`config.mk`:
```
export PLATFORM = sky130hd
export DESIGN_NAME = isometric_tile_pixel_placer
export DESIGN_NICKNAME = d
export VERILOG_FILES = /design/src/design/itpp_pkg.sv /design/src/design/itpp_walk.sv /design/src/design/isometric_tile_pixel_placer.sv
export SDC_FILE = /design/constraint.sdc
export NUM_CORES = 1
export LEC_CHECK = 0
export CORE_UTILIZATION = 45
export CTS_CLUSTER_DIAMETER = 60
export DETAILED_ROUTE_END_ITERATION = 8
export DONT_BUFFER_PORTS = 1
export GPL_TIMING_DRIVEN = 0
export PLACE_DENSITY = 0.68
export SYNTH_ARGS = -nofsm -noshare
export SYNTH_HDL_FRONTEND = slang
export SYNTH_HIERARCHICAL = 1
export SYNTH_SLANG_ARGS = --single-unit
```
`constraint.sdc`:
```
create_clock -name i_clk -period 12.2 [get_ports i_clk]
set_clock_uncertainty 0.1 [all_clocks]
set_input_delay 1.83 -clock i_clk [delete_from_list [all_inputs] [get_ports i_clk]]
set_output_delay 1.83 -clock i_clk [all_outputs]
set_load 0.02 [all_outputs]
```
`src/design/itpp_pkg.sv`:
```
// Shared types, constants and helpers for the isometric tile pixel placer.
// Used by itpp_walk and isometric_tile_pixel_placer; no dependencies.
package itpp_pkg;

    // Fixed field widths
    localparam int unsigned COLOR_BITS  = 16;
    localparam int unsigned PIX_BITS    = 12;   // pixel_x / pixel_y / image size
    localparam int unsigned ORIGIN_BITS = 14;   // signed tile origins, may go negative
    localparam int unsigned LINE_BITS   = 6;    // line within a tile, < 40
    localparam int unsigned XL_BITS     = 7;    // x within a tile line, < 78
    localparam int unsigned FT_BITS     = 4;    // footprint_tiles register
    localparam int unsigned CFG_IDX_BITS  = 2;
    localparam int unsigned CFG_DATA_BITS = 12;
    localparam int unsigned OUT_DATA_BITS = 40; // x, y, color: whole bytes

    // Tile geometry
    localparam logic [XL_BITS-1:0]   TILE_W_SMALL = 7'd58;
    localparam logic [XL_BITS-1:0]   TILE_W_LARGE = 7'd78;
    localparam logic [LINE_BITS-1:0] TILE_H_SMALL = 6'd30;
    localparam logic [LINE_BITS-1:0] TILE_H_LARGE = 6'd40;
    localparam logic [XL_BITS-1:0]   TILE_GAP     = 7'd2;

    // Reset values of the registers
    localparam logic                 RST_TILE_MODE = 1'b0;
    localparam logic [FT_BITS-1:0]   RST_FOOTPRINT = 4'd1;
    localparam logic [PIX_BITS-1:0]  RST_WIDTH     = 12'd58;
    localparam logic [PIX_BITS-1:0]  RST_HEIGHT    = 12'd30;

    typedef enum logic [CFG_IDX_BITS-1:0] {
        REG_TILE_MODE = 2'd0,
        REG_FOOTPRINT = 2'd1,
        REG_WIDTH     = 2'd2,
        REG_HEIGHT    = 2'd3
    } t_reg_idx;

    typedef struct packed {
        logic                tile_mode;
        logic [FT_BITS-1:0]  footprint_tiles;
        logic [PIX_BITS-1:0] image_width;
        logic [PIX_BITS-1:0] image_height;
    } t_cfg;

    typedef struct packed {
        logic [PIX_BITS-1:0] pixel_x;
        logic [PIX_BITS-1:0] pixel_y;
        logic                last;
        logic                error;
    } t_result;

    function automatic logic [XL_BITS-1:0] tile_w(input logic mode);
        return mode ? TILE_W_LARGE : TILE_W_SMALL;
    endfunction

    function automatic logic [LINE_BITS-1:0] tile_h(input logic mode);
        return mode ? TILE_H_LARGE : TILE_H_SMALL;
    endfunction

    // First x of a tile line: narrow at top and bottom, full width at mid height
    function automatic logic [XL_BITS-1:0] line_start(input logic [LINE_BITS-1:0] y,
                                                       input logic mode);
        logic [XL_BITS-1:0] h;
        logic [XL_BITS-1:0] y7;
        h  = {1'b0, tile_h(mode)};
        y7 = {1'b0, y};
        if (y7 < (h >> 1)) begin
            return h - ((y7 + 7'd1) << 1);
        end else begin
            return (y7 << 1) - h;
        end
    endfunction

endpackage

```
`src/design/itpp_walk.sv`:
```
// Per-pixel placement logic: target coordinates, bounds check and the
// next traversal position. Depends on itpp_pkg.
module itpp_walk import itpp_pkg::*; #(
    parameter int MAX_FOOTPRINT = 8,
    parameter int COORD_BITS    = 12,
    parameter int SW            = $clog2(MAX_FOOTPRINT + 1),
    parameter int RW            = $clog2(2 * MAX_FOOTPRINT),
    parameter int TW            = (MAX_FOOTPRINT > 1) ? $clog2(MAX_FOOTPRINT) : 1
) (
    input  t_cfg                          i_cfg,
    input  logic [SW-1:0]                 i_size,
    input  logic [RW-1:0]                 i_row,
    input  logic [TW-1:0]                 i_tile,
    input  logic [LINE_BITS-1:0]          i_line,
    input  logic [XL_BITS-1:0]            i_x,
    input  logic signed [ORIGIN_BITS-1:0] i_ox,
    input  logic signed [ORIGIN_BITS-1:0] i_oy,
    input  logic                          i_done,
    output logic [RW-1:0]                 o_row,
    output logic [TW-1:0]                 o_tile,
    output logic [LINE_BITS-1:0]          o_line,
    output logic [XL_BITS-1:0]            o_x,
    output logic signed [ORIGIN_BITS-1:0] o_ox,
    output logic signed [ORIGIN_BITS-1:0] o_oy,
    output logic                          o_done,
    output t_result                       o_res
);

    localparam logic [PIX_BITS-1:0] COORD_MASK = (COORD_BITS >= PIX_BITS) ?
        {PIX_BITS{1'b1}} : PIX_BITS'((32'd1 << COORD_BITS) - 32'd1);

    logic [XL_BITS-1:0]            w;
    logic [LINE_BITS-1:0]          h;
    logic signed [ORIGIN_BITS-1:0] tx;
    logic signed [ORIGIN_BITS-1:0] ty;
    logic                          oob;
    logic [XL_BITS-1:0]            x1;
    logic [LINE_BITS-1:0]          line1;
    logic [SW-1:0]                 tile1;
    logic [RW:0]                   row_len;
    logic [RW-1:0]                 row1;
    logic [RW:0]                   rows_total;
    logic [RW-1:0]                 k;
    logic                          line_end;
    logic                          tile_end;
    logic                          row_end;
    logic                          fp_end;
    logic [LINE_BITS-1:0]          nxt_line;
    logic                          last_hit;

    // Target and bounds
    always_comb begin
        w   = tile_w(i_cfg.tile_mode);
        h   = tile_h(i_cfg.tile_mode);
        tx  = i_ox + $signed({7'd0, i_x});
        ty  = i_oy + $signed({8'd0, i_line});
        oob = tx[ORIGIN_BITS-1] || ty[ORIGIN_BITS-1] ||
              ($unsigned(tx) >= {2'b00, i_cfg.image_width}) ||
              ($unsigned(ty) >= {2'b00, i_cfg.image_height});
    end

    // Nested counter advance: x, line, tile in row, tile row
    always_comb begin
        x1         = i_x + 7'd1;
        line_end   = x1 >= (w - line_start(i_line, i_cfg.tile_mode));
        line1      = i_line + 6'd1;
        tile_end   = line1 >= h;
        tile1      = SW'(i_tile) + SW'(1);
        row_len    = ({1'b0, i_row} < (RW+1)'(i_size)) ?
                     (RW+1)'(i_row) + (RW+1)'(1) :
                     ((RW+1)'(i_size) << 1) - (RW+1)'(i_row) - (RW+1)'(1);
        row_end    = (RW+1)'(tile1) >= row_len;
        row1       = i_row + RW'(1);
        rows_total = ((RW+1)'(i_size) << 1) - (RW+1)'(1);
        fp_end     = {1'b0, row1} >= rows_total;
        k          = ((RW+1)'(row1) < (RW+1)'(i_size)) ?
                     RW'(i_size) - row1 - RW'(1) : row1 - RW'(i_size) + RW'(1);

        o_row    = i_row;
        o_tile   = i_tile;
        o_ox     = i_ox;
        o_oy     = i_oy;
        o_done   = i_done;
        nxt_line = i_line;
        o_x      = x1;
        last_hit = 1'b0;

        if (!i_done && line_end) begin
            nxt_line = line1;
            if (tile_end) begin
                nxt_line = '0;
                o_tile   = TW'(tile1);
                o_ox     = i_ox + $signed({7'd0, w + TILE_GAP});
                if (row_end) begin
                    o_tile = '0;
                    o_row  = row1;
                    o_oy   = i_oy + $signed({8'd0, h >> 1});
                    if (fp_end) begin
                        o_done   = 1'b1;
                        last_hit = 1'b1;
                    end else begin
                        o_ox = $signed(ORIGIN_BITS'(k) * ORIGIN_BITS'(h));
                    end
                end
            end
            o_x = line_start(nxt_line, i_cfg.tile_mode);
        end
        o_line = nxt_line;
    end

    // Result coordinates; a pixel past completion is flagged only
    always_comb begin
        o_res.last    = last_hit;
        o_res.error   = i_done || oob;
        o_res.pixel_x = o_res.error ? '0 : tx[PIX_BITS-1:0] & COORD_MASK;
        o_res.pixel_y = o_res.error ? '0 : ty[PIX_BITS-1:0] & COORD_MASK;
    end

endmodule

```
`src/design/isometric_tile_pixel_placer.sv`:
```
// Top level of the isometric tile pixel placer: config registers, traversal
// state and output register. Depends on itpp_pkg and itpp_walk.
//
// Takes one RGB555 pixel beat per cycle while the output is not stalled and returns
// its position inside a diamond footprint of isometric tiles anchored at the image
// bottom. The traversal counters update in the cycle a beat is accepted, and the
// placed pixel is in the output register in the next cycle; the input side keeps
// accepting while that register is taken in the same cycle. Any register write
// restarts the footprint from its first pixel. A pixel outside the image, or one
// arriving after the last pixel of the footprint, comes out with tuser (error) set
// and zero coordinates.
module isometric_tile_pixel_placer import itpp_pkg::*; #(
    parameter int MAX_FOOTPRINT = 8,
    parameter int COORD_BITS    = 12
) (
    input  logic                     i_clk,
    input  logic                     i_rst_n,
    // config write channel
    input  logic                     i_cfg_valid,
    output logic                     o_cfg_ready,
    input  logic [CFG_IDX_BITS-1:0]  i_cfg_index,
    input  logic [CFG_DATA_BITS-1:0] i_cfg_data,
    // pixel input
    input  logic                     i_s_axis_tvalid,
    output logic                     o_s_axis_tready,
    input  logic [COLOR_BITS-1:0]    i_s_axis_tdata,   // [15:0] color_word
    // placed pixel output
    output logic                     o_m_axis_tvalid,
    input  logic                     i_m_axis_tready,
    output logic [OUT_DATA_BITS-1:0] o_m_axis_tdata,   // [11:0] pixel_x, [23:12] pixel_y,
                                                       // [39:24] color
    output logic                     o_m_axis_tlast,   // last
    output logic                     o_m_axis_tuser    // [0] error
);

    localparam int SW = $clog2(MAX_FOOTPRINT + 1);
    localparam int RW = $clog2(2 * MAX_FOOTPRINT);
    localparam int TW = (MAX_FOOTPRINT > 1) ? $clog2(MAX_FOOTPRINT) : 1;
    localparam logic [FT_BITS:0] MAX_FP = (FT_BITS+1)'(MAX_FOOTPRINT);

    t_cfg                          r_cfg, n_cfg;
    logic                          cfg_wr;
    logic                          cfg_hit;
    logic                          in_acc;

    logic [RW-1:0]                 r_row, n_row, w_row;
    logic [TW-1:0]                 r_tile, n_tile, w_tile;
    logic [LINE_BITS-1:0]          r_line, n_line, w_line;
    logic [XL_BITS-1:0]            r_x, n_x, w_x;
    logic signed [ORIGIN_BITS-1:0] r_ox, n_ox, w_ox;
    logic signed [ORIGIN_BITS-1:0] r_oy, n_oy, w_oy;
    logic                          r_done, n_done, w_done;
    t_result                       w_res;

    logic [SW-1:0]                 size_cur;
    logic [SW-1:0]                 size_new;
    logic [LINE_BITS-1:0]          h_new;

    logic                          r_out_valid;
    t_result                       r_res;
    logic [COLOR_BITS-1:0]         r_color;

    function automatic logic [SW-1:0] eff_size(input logic [FT_BITS-1:0] ft);
        if (ft == '0) begin
            return SW'(1);
        end else if ({1'b0, ft} > MAX_FP) begin
            return SW'(MAX_FOOTPRINT);
        end else begin
            return SW'(ft);
        end
    endfunction

    // Handshakes
    assign o_cfg_ready     = 1'b1;
    assign cfg_wr          = i_cfg_valid;
    assign o_s_axis_tready = !r_out_valid || i_m_axis_tready;
    assign in_acc          = i_s_axis_tvalid && o_s_axis_tready;

    // Register write decode
    always_comb begin
        n_cfg   = r_cfg;
        cfg_hit = 1'b0;
        if (cfg_wr) begin
            cfg_hit = 1'b1;
            case (t_reg_idx'(i_cfg_index))
                REG_TILE_MODE: n_cfg.tile_mode       = i_cfg_data[0];
                REG_FOOTPRINT: n_cfg.footprint_tiles = i_cfg_data[FT_BITS-1:0];
                REG_WIDTH:     n_cfg.image_width     = i_cfg_data;
                REG_HEIGHT:    n_cfg.image_height    = i_cfg_data;
                default:       cfg_hit               = 1'b0;
            endcase
        end
    end

    assign size_cur = eff_size(r_cfg.footprint_tiles);
    assign size_new = eff_size(n_cfg.footprint_tiles);
    assign h_new    = tile_h(n_cfg.tile_mode);

    itpp_walk #(
        .MAX_FOOTPRINT (MAX_FOOTPRINT),
        .COORD_BITS    (COORD_BITS),
        .SW            (SW),
        .RW            (RW),
        .TW            (TW)
    ) u_walk (
        .i_cfg   (r_cfg),
        .i_size  (size_cur),
        .i_row   (r_row),
        .i_tile  (r_tile),
        .i_line  (r_line),
        .i_x     (r_x),
        .i_ox    (r_ox),
        .i_oy    (r_oy),
        .i_done  (r_done),
        .o_row   (w_row),
        .o_tile  (w_tile),
        .o_line  (w_line),
        .o_x     (w_x),
        .o_ox    (w_ox),
        .o_oy    (w_oy),
        .o_done  (w_done),
        .o_res   (w_res)
    );

    // Traversal next state: restart on register write, advance on accepted beat
    always_comb begin
        n_row  = r_row;
        n_tile = r_tile;
        n_line = r_line;
        n_x    = r_x;
        n_ox   = r_ox;
        n_oy   = r_oy;
        n_done = r_done;
        if (cfg_hit) begin
            n_row  = '0;
            n_tile = '0;
            n_line = '0;
            n_x    = line_start('0, n_cfg.tile_mode);
            n_ox   = $signed(ORIGIN_BITS'(size_new - SW'(1)) * ORIGIN_BITS'(h_new));
            n_oy   = $signed({2'b00, n_cfg.image_height}) -
                     $signed(ORIGIN_BITS'(size_new) * ORIGIN_BITS'(h_new));
            n_done = 1'b0;
        end else if (in_acc) begin
            n_row  = w_row;
            n_tile = w_tile;
            n_line = w_line;
            n_x    = w_x;
            n_ox   = w_ox;
            n_oy   = w_oy;
            n_done = w_done;
        end
    end

    // Config and traversal state
    always_ff @(posedge i_clk) begin
        if (!i_rst_n) begin
            r_cfg.tile_mode       <= RST_TILE_MODE;
            r_cfg.footprint_tiles <= RST_FOOTPRINT;
            r_cfg.image_width     <= RST_WIDTH;
            r_cfg.image_height    <= RST_HEIGHT;
            r_row  <= '0;
            r_tile <= '0;
            r_line <= '0;
            r_x    <= line_start('0, RST_TILE_MODE);
            r_ox   <= $signed(ORIGIN_BITS'(eff_size(RST_FOOTPRINT) - SW'(1)) *
                              ORIGIN_BITS'(tile_h(RST_TILE_MODE)));
            r_oy   <= $signed({2'b00, RST_HEIGHT}) -
                      $signed(ORIGIN_BITS'(eff_size(RST_FOOTPRINT)) *
                              ORIGIN_BITS'(tile_h(RST_TILE_MODE)));
            r_done <= 1'b0;
        end else begin
            r_cfg  <= n_cfg;
            r_row  <= n_row;
            r_tile <= n_tile;
            r_line <= n_line;
            r_x    <= n_x;
            r_ox   <= n_ox;
            r_oy   <= n_oy;
            r_done <= n_done;
        end
    end

    // Output register valid
    always_ff @(posedge i_clk) begin
        if (!i_rst_n) begin
            r_out_valid <= 1'b0;
        end else if (o_s_axis_tready) begin
            r_out_valid <= in_acc;
        end
    end

    // Output payload, loaded on each accepted beat
    always_ff @(posedge i_clk) begin
        if (in_acc) begin
            r_res   <= w_res;
            r_color <= i_s_axis_tdata;
        end
    end

    assign o_m_axis_tvalid = r_out_valid;
    assign o_m_axis_tdata  = {r_color, r_res.pixel_y, r_res.pixel_x};
    assign o_m_axis_tlast  = r_res.last;
    assign o_m_axis_tuser  = r_res.error;

endmodule

```
==> results.cfg <==
[timing]
worst_pin_slew_ns = 1.25
fmax_mhz = 128
setup_viol = 0
min_period_over_period_pct = 63.8
timing.final.hold_violations = 0
grt_setup_unrepaired = no
slew_violations = 0
fin_crit_ns = 7.79
slew_headroom_pct = 16.7
tns_ns = 0
hold_ws_ns = 0.354

[worst_setup_path]
r2r_start = r_cfg[28]$_SDFF_PN0_
cp-end-kind = register
required_ns = 12.42
crit_slowest_cell = dfxtp_1
critPathMaxFanout = 22
critical_path_arrival_ns = 8.00
worst-setup-path-type = register to register
crit_path_start = r_cfg[28]$_SDFF_PN0_
startpoint_type = register
cp_slowest_stage_delay_ns = 1.15

[place]
gp_congestion = 0.991
hpwl_mm = 24.3
io_buffer_count = 0
dp_cells = 1721

[routing]
drt_pass1_iterations = 6
maxUsedRoutingLayer = met4
num_vias = 9785
ant_nets = 0
drc = 0
wl_met3_mm = 1.91
wl_met2_mm = 14.1
wire_per_inst_um = 17.7
via_per_inst = 5.58
drt_iter0_drc = 873
wirelength_mm = 31.1
wirelength_met1_mm = 14.5

[pwr]
power.internal_uw = 1020
peakVddDrop_v = 0.0000815
clock_power_share_pct = 29.3
p_sw_uw = 659
power_density_nw_per_um2 = 133
switching_share_pct = 39.3
power.leakage_uw = 0.00549
power_frac_comb_pct = 40.3
seq_power_share_pct = 30.4

[die]
dieArea_um2 = 26300
core_um2 = 25200
fp.dieW_um = 162
pin_count = 80
die_h_um = 162
rows = 58
start_util_pct = 45.8

[cells_and_area]
final_cells = 1754
layout-drive-gt1-share_pct = 7.72
n_fill_cell = 2348
multi_input_area_um2 = 7990
fin_nets = 1630
syn2layout_area_growth_pct = 9.30
final_util_pct = 50.0
seq_area_um2 = 2840
antenna_cells = 0

[yosys]
synth_cells = 1379
synth_largest_area_cell = ha_1
netlist.area_leader.share_pct = 16.5
synth_cell_types = 88
avgSynthCellArea_um2 = 8.36
synthArstFlopShare_pct = 0
syn_area_um2 = 11500
ys_top_cells_by_count = nand2_1, ha_1, inv_1
ys_warn_count = 6
ys.flop_type = dfxtp_1
synth_seq_cells = 121
synth-edff-count = 42
yosysMostFrequentCell = nand2_1
yosys-top-cells-area = ha_1, dfxtp_1, edfxtp_1
ys_seq_area_share_pct = 24.7

[cts]
cts_sinks = 121
cts_root_buf = clkbuf_16
cts_tree = built
clk_latency_ns = 0.43
clk_pin_slew_ns = 0.06
cts_setup_buffers = 0
htree_levels = 4
cts_hold_buf = 0
ctsResizeCount = 0
cts_buffers = 17
clk_path_buf_depth = 2

[flow_run]
maxCapViolCount = 0

[grt]
grt-ovfl-total = 0
grt_max_degree = 36
grt_usage_pct = 24.0
antenna_found_initial = 0
grt_first_pass_wirelength_mm = 49.1
grt_pass1_vias = 9220

[hold_path]
min_path_type = register to register
min_from = r_cfg[23]$_SDFFE_PN0P_

[outcome]
status = complete, no violations
[metrics by stage]
step / power, µW / setup slack [ns] / cell area, µm²
floorplan: 1010 / 6.04 / 11600
global placement: 1160 / 4.39 / 12000
detailed placement: 1170 / 4.32 / 12000
CTS: 1660 / 4.24 / 12600
global route: 1770 / 3.76 / 12600
finish: 1680 / 4.41 / 12600
[critical path: cells and delay by family, from the launching register on]
family | cells | cell delay [ns]
muxes | 1 | 0.29
buffers and inverters | 4 | 1.89
adders and majority gates | 4 | 1.09
DFF | 1 | 1.15
and+or+nand+nor | 6 | 1.25
AOI/OAI and AO/OA | 7 | 1.39
xor gates and xnor gates | 3 | 0.50
[cells in the final DEF (no fill, tap or decap), types with 5 or more instances in the layout]
| cell type | count |
|---|---|
| a31oi_1 | 13 |
| o21bai_1 | 11 |
| nand2b_1 | 22 |
| nand3_1 | 28 |
| nor2_1 | 106 |
| o21a_1 | 15 |
| fa_1 | 32 |
| and3_1 | 9 |
| o21ai_0 | 56 |
| clkbuf_16 | 18 |
| clkbuf_1 | 31 |
| inv_1 | 126 |
| nand2_1 | 201 |
| or3_1 | 6 |
| inv_6 | 5 |
| nor3b_2 | 18 |
| dfxtp_1 | 79 |
| conb_1 | 13 |
| xor2_1 | 32 |
| nand3b_1 | 5 |
| a211oi_1 | 11 |
| nor2b_1 | 10 |
| nor3b_1 | 6 |
| edfxtp_1 | 42 |
| a311oi_1 | 7 |
| nand4_1 | 10 |
| nor3_1 | 27 |
| xnor2_1 | 59 |
| a21o_1 | 21 |
| and2_1 | 5 |
| buf_2 | 5 |
| o22ai_1 | 5 |
| mux2_2 | 12 |
| or2_2 | 5 |
| ha_1 | 152 |
| o211ai_1 | 6 |
| a21oi_1 | 93 |
| mux2i_1 | 23 |
| buf_1 | 5 |
[cell families (layout without fill, tap and decap cells)]
| logic type | after synthesis | in the layout | share of synthesized area (%) |
|---|---|---|---|
| muxes | 36 | 36 | 3.30 |
| DFF | 121 | 121 | 24.7 |
| AOI/OAI and AO/OA | 280 | 280 | 15.7 |
| adders and majority gates | 184 | 184 | 22.1 |
| buffers and inverters | 180 | 214 | 6.40 |
| other | 2 | 13 | 0.0652 |
| and+or+nand+nor | 484 | 484 | 20.7 |
| xor gates and xnor gates | 92 | 92 | 7.06 |
[power groups by stage]
stage               sequential (µW)  combinational, µW  clock [µW]
floorplan                       503                512           0
global placement                517                640           0
detailed placement              517                655           0
CTS                             508                663         493
global route                    513                752         509
finish                          509                675         491
[final cells by class]
class / instances / area share [%]
Clock buffer: 19 / 3.68
Multi-Input combinational cell: 1089 / 63.4
Inverter: 130 / 3.87
Buffer: 50 / 2.00
Timing Repair Buffer: 2 / 0.377
Sequential cell: 121 / 22.6
Tap cell: 330 / 3.28
Clock inverter: 13 / 0.834
[sequential cells by signal (all words and copies together) (netlist names)]
signal / cells
r_cfg: 29
o_m_axis_tdata: 24
r_color: 16
r_ox: 14
r_oy: 14
r_x: 7
r_line: 6
r_row: 4
r_tile: 3
o_m_axis_tlast: 1
o_m_axis_tuser: 1
o_m_axis_tvalid: 1
r_done: 1
[per-layer routing]
metal / global-route usage (%) / vias up
li1: - / 4828
met1: 33.0 / 4593
met2: 38.8 / 319
met3: 3.86 / 45
met4: 7.12 / 0
met5: 0 / -
[final timing paths]
path	slack, ns	to	depth (start not counted)
max reg2reg	4.41	r_ox[3]$_SDFFE_PN0P_	25
max	4.41	r_ox[3]$_SDFFE_PN0P_	25
min reg2reg	0.35	r_cfg[23]$_SDFFE_PN0P_	2
min	0.35	r_cfg[23]$_SDFFE_PN0P_	2
Power figures use the tool's default switching activity.
